**src/hdl/lota_pkg.sv**
```systemverilog
// ----------------------------------------------------------------------------
// lota_pkg: shared types and constants for the LoRa time-on-air calculator
// Register indexes, the resolved configuration struct, and the reciprocal
// table used for the ceiling division by 4*SF.
// ----------------------------------------------------------------------------
package lota_pkg;

  localparam int unsigned LenW    = 8;   // payload length in bytes
  localparam int unsigned SymW    = 10;  // payload symbol count
  localparam int unsigned AirW    = 32;  // air time in microseconds
  localparam int unsigned CfgIdxW = 3;
  localparam int unsigned CfgDatW = 16;

  localparam int unsigned SfW     = 4;
  localparam int unsigned BwW     = 2;
  localparam int unsigned CrW     = 3;
  localparam int unsigned PreW    = 16;
  localparam int unsigned ShiftW  = 4;

  // (8*len + 28 + 16*crc) - 1 fits in 12 bits
  localparam int unsigned NumW    = 12;
  // fixed-point reciprocal of 4*SF, scaled by 2^RecipFrac
  localparam int unsigned RecipFrac = 18;
  localparam int unsigned RecipW    = 14;
  localparam int unsigned ProdW     = NumW + RecipW;
  // ceil term is at most 74
  localparam int unsigned BlkW      = 7;
  // 4*(preamble + symbols) + 17
  localparam int unsigned QuartW    = 19;

  localparam logic [SymW-1:0]   HeaderSymbols = SymW'(8);
  localparam logic [QuartW-1:0] FixedQuarters = QuartW'(17);

  localparam logic [SfW-1:0] SfMin = SfW'(7);
  localparam logic [SfW-1:0] SfMax = SfW'(12);
  localparam logic [BwW-1:0] BwMax = BwW'(2);
  localparam logic [CrW-1:0] CrMin = CrW'(1);
  localparam logic [CrW-1:0] CrMax = CrW'(4);

  typedef enum logic [CfgIdxW-1:0] {
    RegSpreadingFactor = 3'd0,
    RegBandwidthCode   = 3'd1,
    RegCodingRate      = 3'd2,
    RegPreambleSymbols = 3'd3,
    RegCrcEnable       = 3'd4
  } cfg_reg_e;

  // configuration after range clamping
  typedef struct packed {
    logic [SfW-1:0]    sf;
    logic [CrW-1:0]    cr;
    logic [PreW-1:0]   pre;
    logic              crc;
    logic [ShiftW-1:0] air_shift;  // log2 of a quarter symbol in us
  } cfg_t;

  // ceil(2^18 / (4*sf)); exact floor for numerators below 4096
  function automatic logic [RecipW-1:0] recip_of_sf(input logic [SfW-1:0] sf);
    logic [RecipW-1:0] r;
    case (sf)
      4'd7:    r = RecipW'(9363);
      4'd8:    r = RecipW'(8192);
      4'd9:    r = RecipW'(7282);
      4'd10:   r = RecipW'(6554);
      4'd11:   r = RecipW'(5958);
      4'd12:   r = RecipW'(5462);
      default: r = RecipW'(9363);
    endcase
    return r;
  endfunction

endpackage

```
**src/hdl/lota_cfg.sv**
```systemverilog
// ----------------------------------------------------------------------------
// lota_cfg: configuration registers
// Holds the five programmable fields and presents them clamped to range.
// ----------------------------------------------------------------------------
module lota_cfg (
  input  logic                           clk_i,
  input  logic                           rst_ni,
  input  logic                           cfg_valid_i,
  input  logic [lota_pkg::CfgIdxW-1:0]   cfg_index_i,
  input  logic [lota_pkg::CfgDatW-1:0]   cfg_data_i,
  output lota_pkg::cfg_t                 cfg_o
);
  import lota_pkg::*;

  logic [SfW-1:0]  sf_q;
  logic [BwW-1:0]  bw_q;
  logic [CrW-1:0]  cr_q;
  logic [PreW-1:0] pre_q;
  logic            crc_q;

  logic [SfW-1:0]  sf_eff;
  logic [BwW-1:0]  bw_eff;
  logic [CrW-1:0]  cr_eff;

  always_ff @(posedge clk_i or negedge rst_ni) begin
    if (!rst_ni) begin
      sf_q  <= SfW'(7);
      bw_q  <= BwW'(0);
      cr_q  <= CrW'(3);
      pre_q <= PreW'(8);
      crc_q <= 1'b1;
    end else if (cfg_valid_i) begin
      case (cfg_reg_e'(cfg_index_i))
        RegSpreadingFactor: sf_q  <= cfg_data_i[SfW-1:0];
        RegBandwidthCode:   bw_q  <= cfg_data_i[BwW-1:0];
        RegCodingRate:      cr_q  <= cfg_data_i[CrW-1:0];
        RegPreambleSymbols: pre_q <= cfg_data_i[PreW-1:0];
        RegCrcEnable:       crc_q <= cfg_data_i[0];
        default: ;
      endcase
    end
  end

  always_comb begin
    sf_eff = sf_q;
    if (sf_q < SfMin) sf_eff = SfMin;
    if (sf_q > SfMax) sf_eff = SfMax;
    bw_eff = (bw_q > BwMax) ? BwMax : bw_q;
    cr_eff = cr_q;
    if (cr_q < CrMin) cr_eff = CrMin;
    if (cr_q > CrMax) cr_eff = CrMax;

    cfg_o.sf        = sf_eff;
    cfg_o.cr        = cr_eff;
    cfg_o.pre       = pre_q;
    cfg_o.crc       = crc_q;
    // quarter symbol = 2^(sf + 1 - bw) us, 6..13
    cfg_o.air_shift = ShiftW'(sf_eff + SfW'(1) - {2'b00, bw_eff});
  end

endmodule

```
**src/hdl/lora_time_on_air_top.sv**
```systemverilog
// ----------------------------------------------------------------------------
// lora_time_on_air_top: LoRa frame time-on-air calculator
// Explicit header, no low-data-rate optimization. One result item per
// input item: payload symbol count and total air time in microseconds.
// ----------------------------------------------------------------------------
//  channel | signals                                        | direction
//  --------+------------------------------------------------+----------
//  in      | in_valid_i, in_ready_o, payload_bytes_i        | to block
//  out     | out_valid_o, out_ready_i, payload_symbol_count_o,| from block
//          | air_time_us_o                                  |
//  cfg     | cfg_valid_i, cfg_ready_o, cfg_index_i, cfg_data_i | to block
//
// Four-stage pipeline: one item per cycle sustained while out_ready_i is high;
// the result is registered in stage 4. The stage depth is set by the
// reciprocal multiply (stage 2) and the preamble add plus shift (stage 4).
// Reset clears all stage valid bits and loads the register reset values.
// Each stage holds when the next is full and stalled; bubbles are squeezed
// out, so the input is taken while a result waits if an earlier stage is empty.
// Configuration writes are always taken (cfg_ready_o tied high).
module lora_time_on_air_top (
  input  logic                           clk_i,
  input  logic                           rst_ni,
  // input items
  input  logic                           in_valid_i,
  output logic                           in_ready_o,
  input  logic [lota_pkg::LenW-1:0]      payload_bytes_i,
  // result items
  output logic                           out_valid_o,
  input  logic                           out_ready_i,
  output logic [lota_pkg::SymW-1:0]      payload_symbol_count_o,
  output logic [lota_pkg::AirW-1:0]      air_time_us_o,
  // configuration writes
  input  logic                           cfg_valid_i,
  output logic                           cfg_ready_o,
  input  logic [lota_pkg::CfgIdxW-1:0]   cfg_index_i,
  input  logic [lota_pkg::CfgDatW-1:0]   cfg_data_i
);
  import lota_pkg::*;

  cfg_t cfg;

  lota_cfg u_cfg (
    .clk_i       (clk_i),
    .rst_ni      (rst_ni),
    .cfg_valid_i (cfg_valid_i),
    .cfg_index_i (cfg_index_i),
    .cfg_data_i  (cfg_data_i),
    .cfg_o       (cfg)
  );

  assign cfg_ready_o = 1'b1;

  // stage valid bits and per-stage ready (bubble collapsing)
  logic v1_q, v2_q, v3_q, v4_q;
  logic rdy1, rdy2, rdy3, rdy4;

  assign rdy4 = !v4_q || out_ready_i;
  assign rdy3 = !v3_q || rdy4;
  assign rdy2 = !v2_q || rdy3;
  assign rdy1 = !v1_q || rdy2;
  assign in_ready_o = rdy1;

  always_ff @(posedge clk_i or negedge rst_ni) begin
    if (!rst_ni) begin
      v1_q <= 1'b0;
      v2_q <= 1'b0;
      v3_q <= 1'b0;
      v4_q <= 1'b0;
    end else begin
      if (rdy1) v1_q <= in_valid_i;
      if (rdy2) v2_q <= v1_q;
      if (rdy3) v3_q <= v2_q;
      if (rdy4) v4_q <= v3_q;
    end
  end

  // Stage 1: ceiling numerator.
  // ceil((pos - 4sf) / 4sf) == floor((pos - 1) / 4sf), and that floor is
  // zero whenever pos <= 4sf, so no compare is needed.
  logic [NumW-1:0] num_d, num_q;

  assign num_d = NumW'({payload_bytes_i, 3'b000}) + NumW'(28)
               + (cfg.crc ? NumW'(16) : NumW'(0)) - NumW'(1);

  always_ff @(posedge clk_i) begin
    if (rdy1 && in_valid_i) num_q <= num_d;
  end

  // Stage 2: divide by 4*sf through the reciprocal table
  logic [ProdW-1:0] prod;
  logic [BlkW-1:0]  blk_d, blk_q;

  assign prod  = ProdW'(num_q) * ProdW'(recip_of_sf(cfg.sf));
  assign blk_d = prod[RecipFrac +: BlkW];

  always_ff @(posedge clk_i) begin
    if (rdy2 && v1_q) blk_q <= blk_d;
  end

  // Stage 3: symbol count = 8 + blocks * (cr + 4)
  logic [SymW-1:0] nsym_d, nsym3_q;

  assign nsym_d = HeaderSymbols
                + SymW'(SymW'(blk_q) * SymW'({1'b0, cfg.cr} + 4'd4));

  always_ff @(posedge clk_i) begin
    if (rdy3 && v2_q) nsym3_q <= nsym_d;
  end

  // Stage 4: quarters of a symbol, scaled to microseconds
  logic [QuartW-1:0] quarters;
  logic [AirW-1:0]   air_d, air_q;
  logic [SymW-1:0]   nsym4_q;

  assign quarters = QuartW'({(QuartW-2)'(cfg.pre) + (QuartW-2)'(nsym3_q), 2'b00})
                  + FixedQuarters;
  assign air_d    = AirW'(quarters) << cfg.air_shift;

  always_ff @(posedge clk_i) begin
    if (rdy4 && v3_q) begin
      air_q   <= air_d;
      nsym4_q <= nsym3_q;
    end
  end

  assign out_valid_o            = v4_q;
  assign payload_symbol_count_o = nsym4_q;
  assign air_time_us_o          = air_q;

`ifndef SYNTHESIS
  // an empty front stage never blocks the input
  a_front_ready : assert property (@(posedge clk_i) disable iff (!rst_ni)
    !v1_q |-> in_ready_o)
    else $error("input blocked with stage 1 empty");

  // an item leaving stage 1 lands in stage 2
  a_s1_to_s2 : assert property (@(posedge clk_i) disable iff (!rst_ni)
    (v1_q && rdy2) |=> v2_q)
    else $error("item lost between stage 1 and stage 2");

  // the header alone always gives at least eight symbols
  a_min_symbols : assert property (@(posedge clk_i) disable iff (!rst_ni)
    out_valid_o |-> (payload_symbol_count_o >= HeaderSymbols))
    else $error("symbol count below header minimum");

  // a quarter symbol is at least 64 us
  a_air_aligned : assert property (@(posedge clk_i) disable iff (!rst_ni)
    out_valid_o |-> (air_time_us_o[5:0] == 6'd0))
    else $error("air time not a multiple of the shortest quarter symbol");
`endif

endmodule

```
**config.mk**
```make
export PLATFORM = sky130hd
export DESIGN_NAME = lora_time_on_air_top
export DESIGN_NICKNAME = d
export VERILOG_FILES = /design/src/hdl/lota_pkg.sv /design/src/hdl/lota_cfg.sv /design/src/hdl/lora_time_on_air_top.sv
export SDC_FILE = /design/constraint.sdc
export NUM_CORES = 1
export LEC_CHECK = 0
export ABC_AREA = 0
export BUFFER_PORTS_ARGS = -buffer_cell sky130_fd_sc_hd__buf_2
export CORE_MARGIN = 5
export CORE_UTILIZATION = 57
export CTS_CLUSTER_DIAMETER = 120
export DETAILED_ROUTE_END_ITERATION = 8
export PLACE_DENSITY = 0.79
export SLEW_MARGIN = 10
export SYNTH_ARGS = -nofsm -noshare
export SYNTH_HDL_FRONTEND = slang
export SYNTH_HIERARCHICAL = 1
export SYNTH_SLANG_ARGS = --single-unit
```
**constraint.sdc**
```tcl
create_clock -name clk_i -period 6.9 [get_ports clk_i]
set_clock_uncertainty 0.1 [all_clocks]
set_input_delay 0.345 -clock clk_i [delete_from_list [all_inputs] [get_ports clk_i]]
set_output_delay 0.345 -clock clk_i [all_outputs]
set_load 0.1 [all_outputs]
```
Word level (Yosys, flattened, before mapping)
Cells that the tools add are included.
{"block": "word_totals", "mem_bits_ro": 0, "out_inout_bits": 45, "in_bits": 32, "mem_bits_rw": 0, "memories": 0, "latch_bits": 0, "reg_bits": 101}
{"block": "classes", "n_addsub": 9, "n_shift": 1, "muxes": 7, "div": 0, "reduce_logical": 18, "eq_ne": 9, "bitwise": 0, "order_cmp": 5, "n_mul": 2}
{"operator": "14-bit case mux with 5 select lines", "count": 1}
{"operator": "19-bit by 4-bit << shifter with 32-bit output", "count": 1}
{"operator": "12-bit by 14-bit multiplier with 25-bit output", "count": 1}
{"operator": "4-bit == test, second input constant", "count": 5}
{"operator": "19-bit by 5-bit adder with 19-bit output, second input constant", "count": 1}
{"operator": "16-bit by 10-bit adder with 17-bit output", "count": 1}
{"operator": "11-bit by 5-bit adder with 12-bit output, second input constant", "count": 1}
{"operator": "12-bit by 5-bit adder with 12-bit output", "count": 1}
{"operator": "12-bit by 1-bit subtractor with 12-bit output, second input constant", "count": 1}
{"operator": "4-bit by 10-bit adder with 10-bit output, first input constant", "count": 1}
{"operator": "7-bit by 4-bit multiplier with 10-bit output", "count": 1}
{"operator": "2-bit AND reduction", "count": 5}
{"operator": "4-bit two-way mux", "count": 2}
{"operator": "3-bit by 2-bit == test with 1-bit output, second input constant", "count": 2}
{"operator": "3-bit two-way mux", "count": 2}
{"operator": "5-bit two-way mux", "count": 1}
{"operator": "3-bit by 3-bit adder with 4-bit output, second input constant", "count": 1}
{"operator": "4-bit by 1-bit adder with 4-bit output, second input constant", "count": 1}
{"operator": "4-bit greater-than comparator, second input constant", "count": 1}
{"operator": "1-bit logical AND", "count": 4}
{"operator": "1-bit zero test", "count": 4}
{"operator": "1-bit logical OR", "count": 4}
{"operator": "4-bit by 3-bit < comparator with 1-bit output, second input constant", "count": 1}
{"operator": "4-bit by 2-bit subtractor with 4-bit output", "count": 1}
{"operator": "7 further kinds", "count": 7}

Depth between registers and ports, before layout
Gate-level depths: netlist (run 1).
{"block": "logic_depth", "ltp_word": 6, "depth_mapped": 28, "ltp_nobuf": 27}

Modules after synthesis
Netlist (run 1), hierarchy kept.
{"mod": "lora_time_on_air_top", "cells_per_inst": 1015, "area_each_um2": 9796.9, "n_inst": 1}
{"mod": "lota_cfg", "cells_per_inst": 81, "area_each_um2": 1238.7, "n_inst": 1}

Worst setup path before layout (run 1)
OpenSTA, ideal clock, no wires.
{"block": "synth_path", "kind": "flip-flop to flip-flop", "start": "register u_cfg.sf_q[0]", "end": "register blk_q[6] (data pin)", "required_time_ns": 6.540, "setup_slack_ns": -0.129, "t_arrival_ns": 6.669, "stages_incl_launch_ff": 27, "cell_sequence": "dfstp_2 -> inv_1 -> o21ai_0 -> nand2_1 -> o21ai_0 -> and2_1 -> clkbuf_1 -> or2_2 -> clkbuf_1 -> nand2_1 -> fa_1 -> fa_1 -> inv_1 -> fa_1 -> fa_1 -> inv_1 -> fa_1 -> inv_1 -> ha_1 -> a21o_1 -> a21o_1 -> a21oi_1 -> o221ai_1 -> a31oi_1 -> o2111ai_1 -> a21oi_1 -> xnor2_1"}
{"item": "start, declared", "line_no": "lota_cfg.sv:15", "rtl": "logic [SfW-1:0] sf_q;"}
{"item": "start signal, assigned", "line_no": "lota_cfg.sv:27", "rtl": "sf_q <= SfW'(7);"}
{"item": "start signal, assigned", "line_no": "lota_cfg.sv:34", "rtl": "RegSpreadingFactor: sf_q <= cfg_data_i[SfW-1:0];"}
{"item": "end signal, assigned", "line_no": "lora_time_on_air_top.sv:97", "rtl": "if (rdy2 && v1_q) blk_q <= blk_d;"}
{"item": "end, declared", "line_no": "lora_time_on_air_top.sv:91", "rtl": "logic [BlkW-1:0] blk_d, blk_q;"}

==> metrics.md, run 1 <==
| Metric | Value |
|---|---|
| Initial Util | 0.584 |
| Hold path depth | 2 |
| First-pass GRT wire length | 40,100 µm |
| Total GRT Usage | 0.223 |
| Slew @ Worst Pin | 1190 ps |
| Vias | 8,093 |
| Top Ports | 77 |
| Cts bufs inserted | 9 |
| Syn Area/Cell | 10.1 µm² |
| CTS Buffer Depth | 2 |
| CP required | 6910 ps |
| Insertion delay of the later-clocked pin in the worst-skew pair | 350 ps |
| Final TNS setup | 0 ps |
| Die area | 22,200 µm² |
| Post-synth EDFFs | 68 |
| Detailed Routing Iterations Pass 1 | 5 |
| Most frequent cells in the layout | inv_1 (148), fa_1 (112), nand2_1 (101), ha_1 (101), buf_2 (75) |
| Minimum clock period | 6660 ps |
| Main synth FF type | edfxtp_1 |
| Layout Nets | 1,406 |
| Fill count | 1,507 |
| Max Fclk | 150 MHz |
| Status | completed |
| Post-synthesis async set-or-reset flop share | 0.306 |
| Startpoint Class | flop |
| Mapped Cells | 1,096 |
| Hold path start | in_valid_i |
| Synth Cell Area | 11,000 µm² |
| FF-to-FF Start | u_cfg/sf_q[2]$_DFFE_PN1P_ |
| Critical Path Sink Type | flop |
| CTS H-tree depth | 3 |
| Seq/Total Area, Yosys | 0.254 |
| MaxCap Viol Count | 0 |
| Drt total wl | 23,600 µm |
| Final setup violation count | 0 |
| Post-synth cell types | 76 |
| Die X | 149 µm |
| Type of the worst min-delay path | input port to flop |
| Worst Path Arrival | 6670 ps |
| Chip height | 149 µm |
| Clk slew on worst S/H paths | 70 ps |
| Initial antenna violation count | 1 |
| Number of global-route vias before repair | 8,300 |
| Hold worst-path end | v1_q$_DFFE_PN0N_ |
| Largest net degree at the start of global routing | 43 |
| Layout cells sized above 1 | 0.183 |
| #FFs+latches synth | 98 |
| Final ANT Viol Nets | 0 |
| Dpl hpwl | 18,900 µm |
| CTS sink count | 98 |
| GP Congestion | 0.932 |
| R2r endpoint | blk_q[4]$_DFFE_PP_ |
| CTS tree | done |
| Yosys warns | 6 |
| Row Count | 50 |
| Final worst path period share | 0.965 |
| Post-Syn Nets | 1,341 |
| Clock tree root driver cell | clkbuf_16 |
| Total congestion overflow | 0 |
| R2R cell count | 24 |
| Reg2reg setup slack | 240 ps |
| Final Max Slew Viols | 0 |
| Max-slew headroom | 0.204 |
| Initial DRC Count | 582 |
| Port Buffers | 75 |
| DR WL/cell | 16.5 µm |
| Commonest non-fill, non-tap cell in the layout | inv_1 |
| Worst Path Max Fanout | 11 |
| Fin. Hold Viols | 0 |
| Core Area | 18,900 µm² |
| Avg Vias per Cell | 5.66 |
| DRC Markers | 0 |
| Synth-to-Final Area Change | 10.3% |
| Setup Crit Path Kind | flop to flop |
## cell usage after synthesis, types with 11 or more instances
| cell type | instances | area share |
|---|---|---|
| and2_1 | 50 | 0.028 |
| nand2_1 | 103 | 0.035 |
| mux2_2 | 27 | 0.028 |
| fa_1 | 112 | 0.20 |
| clkbuf_1 | 40 | 0.014 |
| xnor2_1 | 29 | 0.023 |
| o21a_1 | 11 | 0.0075 |
| o21ai_0 | 33 | 0.015 |
| ha_1 | 101 | 0.11 |
| dfrtp_1 | 23 | 0.052 |
| xor2_1 | 19 | 0.015 |
| nor2b_1 | 19 | 0.011 |
| a21o_1 | 11 | 0.0075 |
| mux2i_1 | 12 | 0.011 |
| and3_1 | 18 | 0.010 |
| inv_1 | 149 | 0.051 |
| a21oi_1 | 38 | 0.017 |
| nand3_1 | 12 | 0.0054 |
| edfxtp_1 | 68 | 0.19 |
| nor2_1 | 55 | 0.019 |
## state kept, by name (all words and copies together), names as in the netlist, 2 cells and up
name,flops
u_cfg/cr_q,3
nsym3_q,10
num_q,9
blk_q,7
u_cfg/bw_q,2
u_cfg/pre_q,16
payload_symbol_count_o,10
air_time_us_o,32
u_cfg/sf_q,4
## what timing repair did
item                                   4_1_cts  5_1_grt
setup endpoints to repair                    2        5
gates resized for setup                      1       22
hold buffers                                 1        0
endpoints found under the hold margin       23        0
buffers inserted                             0        5
pin swaps                                    0        4
## worst max-delay path by stage
stage	endpoint	depth (start not counted)	slack, ps	startpoint
after global placement	blk_q[4]$_DFFE_PP_	26	170	u_cfg/sf_q[0]$_DFFE_PN1P_
after floorplan	blk_q[6]$_DFFE_PP_	26	20	u_cfg/sf_q[0]$_DFFE_PN1P_
after detailed placement	blk_q[6]$_DFFE_PP_	25	20	u_cfg/sf_q[0]$_DFFE_PN1P_
after CTS	blk_q[6]$_DFFE_PP_	25	60	u_cfg/sf_q[2]$_DFFE_PN1P_
final	blk_q[4]$_DFFE_PP_	24	240	u_cfg/sf_q[2]$_DFFE_PN1P_
after global routing	blk_q[4]$_DFFE_PP_	25	-30	u_cfg/sf_q[3]$_DFFE_PN0P_
## metrics by stage
step	hold slack (ps)	utilization	setup WS, ps	area [µm²]	std cells
global placement	338	0.620	167	11700	1404
detailed placement	341	0.620	22.6	11700	1404
floorplan	-50.6	-	18.3	11000	1096
global route	99.4	0.644	-33.0	12200	1427
CTS	82.8	0.637	56.2	12000	1421
finish	95.7	0.644	241	12200	1430
## worst max-delay path, stage by stage, from the launching register on
cell,delay (ps)
dfstp_2,600
o21ai_1,120
buf_6,160
o21ai_0,320
nand2_2,240
and2_1,260
or2_2,310
fa_1,410
fa_1,560
fa_1,440
fa_1,540
inv_1,50
fa_1,530
inv_1,40
ha_1,270
nand4_1,150
nor2_1,150
o21ai_1,110
o221ai_1,220
buf_4,190
a31oi_4,100
buf_4,160
o21bai_2,160
a21oi_2,80
xnor2_1,120
## routing by layer
| layer | global-route usage | wire length, µm |
|---|---|---|
| met4 | 0.0728 | 620 |
| met3 | 0.0386 | 1370 |
| met1 | 0.296 | 9940 |
| met2 | 0.375 | 11600 |
| met5 | 0 | 0 |
## layout make-up
type                       instances  area [µm²]  area share
timing repair buffer             106         614      0.0505
clock inverter                     4        58.8     0.00483
tap                              260         325      0.0267
antenna                            4        10.0    0.000823
inverter                         151         567      0.0466
multi-input combinational        795        7530       0.619
clock buffer                      12         258      0.0212
sequential                        98        2800       0.230
## logic make-up (layout without fill, tap and decap cells)
kind of cell,Yosys count,in the layout,synth area share
buf+inv,203,273,0.0718
other cells,2,6,0.000681
compound gates,163,163,0.104
simple gates,314,314,0.150
fa+ha+maj,213,213,0.318
xor+xnor,48,48,0.0381
flops,98,98,0.254
mux,55,55,0.0643
Power of run 1 is left out: the tool's default activity adds up to more than one toggle a clock period on the data nets, which glitch-free logic cannot reach.
==> run 2, diff against run 1 <==
--- a/config.mk
+++ b/config.mk
@@ -8,10 +8,9 @@
 export ABC_AREA = 0
 export BUFFER_PORTS_ARGS = -buffer_cell sky130_fd_sc_hd__buf_2
 export CORE_MARGIN = 5
-export CORE_UTILIZATION = 57
+export CORE_UTILIZATION = 40
 export CTS_CLUSTER_DIAMETER = 120
 export DETAILED_ROUTE_END_ITERATION = 8
-export PLACE_DENSITY = 0.79
 export SLEW_MARGIN = 10
 export SYNTH_ARGS = -nofsm -noshare
 export SYNTH_HDL_FRONTEND = slang
==> constraint.sdc (replaced) <==
create_clock -name clk_i -period 6.9 [get_ports clk_i]
set_clock_uncertainty 0.1 [all_clocks]
set_input_delay 1.38 -clock clk_i [delete_from_list [all_inputs] [get_ports clk_i]]
set_output_delay 1.38 -clock clk_i [all_outputs]
set_load 0.1 [all_outputs]
==> run 2 against run 1 <==
Compared with the run above: die area rose by 39%; cell area up 0.82%; global-route usage decreased by 6.2 points; clock-buffer cell count decreased by 2; worst hold slack gained 270 ps; core utilization shrank 19 points; non-clock buffer count increased by 8; register-to-register slack gained 70 ps; final cell count is 5.9% higher; first-iteration DRC count is 12% lower; largest cell class unchanged.
==> metrics.md, run 2 (synthesized netlist as in run 1, its figures left out) <==
| Metric | Value |
|---|---|
| Insertion delay of the later-clocked pin in the worst-skew pair | 350 ps (about the same) |
| Commonest non-fill, non-tap cell in the layout | inv_1 |
| Type of the worst min-delay path | flop to flop |
| Initial DRC Count | 514 (-12%) |
| RSZ-0062 raised after global routing | false |
| Hold path depth | 0 (-2) |
| Layout cells sized above 1 | 0.190 (+0.00727) |
| Die area | 31,000 µm² (+39%) |
| Fin. Hold Viols | 0 (unchanged) |
| FF-to-FF Start | u_cfg/sf_q[2]$_DFFE_PN1P_ |
| Multi-input logic area | 7530 µm² (about the same) |
| Detailed Routing Iterations Pass 1 | 7 (+2) |
| Total GRT Usage | 0.161 (-0.0621) |
| Max FFs per register | 32 (unchanged) |
| DR WL/cell | 16.1 µm (-2.2%) |
| Core Area | 27,000 µm² (+43%) |
| Chip height | 176 µm (+18%) |
| Minimum clock period | 6580 ps (-74.1 ps) |
| First-pass GRT wire length | 40,700 µm (+1.6%) |
| Final ANT Viol Nets | 0 (unchanged) |
| Setup Crit Path Kind | flop to flop |
| Hold path start | nsym3_q[3]$_DFFE_PP_ |
| Final core occ | 0.454 (-0.190) |
| Max Fclk | 152 MHz (+1.1%) |
| Initial antenna violation count | 0 (-1) |
| CTS H-tree depth | 3 (unchanged) |
| CTS Buffer Depth | 2 (unchanged) |
| Number of global-route vias before repair | 7,948 (-4.2%) |
| Vias | 7,938 (-1.9%) |
| Largest net degree at the start of global routing | 43 (unchanged) |
| Total congestion overflow | 0 (unchanged) |
| GP Congestion | 0.875 (-6.2%) |
| CTS tree | done |
| Dpl hpwl | 19,800 µm (+4.9%) |
| Worst Path Max Fanout | 6 (-5) |
| Final setup violation count | 0 (unchanged) |
| N_diodes | 0 (-4) |
| MaxCap Viol Count | 0 (unchanged) |
| FF/Latch Area | 2800 µm² (unchanged) |
| Slew @ Worst Pin | 928 ps (-265 ps) |
| Worst Path Arrival | 6590 ps (-80 ps) |
| Top Ports | 77 (unchanged) |
| Critical Path Sink Type | flop |
| Avg Vias per Cell | 5.24 (-7.4%) |
| Clk slew on worst S/H paths | 80 ps (about the same) |
| Clock tree root driver cell | clkbuf_16 |
| Final Max Slew Viols | 0 (unchanged) |
| CTS sink count | 98 (unchanged) |
| Drt total wl | 24,400 µm (+3.6%) |
| Synth-to-Final Area Change | 11.2% |
| Status | completed |
| Fill count | 2,612 (+73%) |
| CP required | 6900 ps (about the same) |
| Final worst path period share | 0.954 (-0.0107) |
| Layout Nets | 1,414 (+0.57%) |
| Row Count | 60 (+20%) |
| Die X | 176 µm (+18%) |
| Placed cell area | 11,900 µm² (+1.4%) |
| Port Buffers | 75 (unchanged) |
| Crit path from | u_cfg/sf_q[2]$_DFFE_PN1P_ |
| R2R cell count | 26 (+8.3%) |
| DRC Markers | 0 (unchanged) |
| Startpoint Class | flop |
| Initial Util | 0.408 (-0.176) |
| Cts bufs inserted | 9 (unchanged) |
| Max-slew headroom | 0.382 (+0.178) |
| Most frequent cells in the layout | inv_1 (148), fa_1 (110), ha_1 (101) |
| # hold bufs at CTS | 0 (-1) |
| Finished Cell Area | 12,300 µm² (+0.82%) |
[run 2: cell types whose count changed in the layout (fill, tap and decap cells not counted), moves of 2 or more]
cell        delta
clkinvlp_4     +2
fa_2           +2
a21oi_2        -2
buf_4          +9
a21oi_1        +2
clkinv_4       -2
inv_6          +2
fa_1           -2
diode_2        -4
[run 2: worst max-delay path, stage by stage, from the launching register on]
cell and delay, ps:
dfstp_2 590, buf_4 140, o21ai_4 70, buf_4 140
o21ai_2 140, nand2_2 110, buf_4 180, and2_1 200
or2_2 310, fa_2 360, fa_1 510, fa_1 540
fa_1 550, inv_1 60, fa_1 530, inv_1 40
ha_1 270, nand4_1 170, nor2_1 160, o21ai_1 140
o221ai_1 240, buf_4 190, a31oi_4 100, buf_4 160
o21bai_2 130, a21oi_1 100, xnor2_1 120
[run 2: final timing paths]
path	end	slack, ps
min reg2reg	payload_symbol_count_o[3]$_DFFE_PP_	370
min	payload_symbol_count_o[3]$_DFFE_PP_	370
max in group asynchronous	u_cfg/cr_q[2]$_DFFE_PN0P_	5230
max	blk_q[4]$_DFFE_PP_	320
min in group asynchronous	u_cfg/pre_q[12]$_DFFE_PN0P_	990
max reg2reg	blk_q[4]$_DFFE_PP_	320
[run 2: layer usage]
metal | part of all wire | GRT usage
met1 | 0.48 | 0.233
met2 | 0.46 | 0.257
met3 | 0.043 | 0.0244
met4 | 0.015 | 0.0348
met5 | 0 | 0
[run 2: area by class of cell]
cell class	instances	share of cell area
tap	341	0.0348
inverter	151	0.0462
clock inverter	6	0.00337
timing repair buffer	114	0.0548
sequential	98	0.228
multi-input combinational	795	0.614
clock buffer	10	0.0187
[run 2: stage by stage]
stage	instances	TNS (ps)	setup slack, ps	hold WS (ps)
after floorplan	1096	0	18.3	331
after global placement	1494	0	0.452	365
after detailed placement	1494	-86.0	-54.8	365
after CTS	1510	0	10.8	369
after global routing	1515	0	6.65	383
final	1515	0	315	370
[run 2: what timing repair did]
item / in CTS / in global routing
endpoints found under the setup margin: 2 / 5
resized for setup: 3 / 21
setup buffers: 0 / 5
hold endpoints to repair: 0 / 0
pin swaps: 0 / 8
Power of run 2 is left out for the same reason.
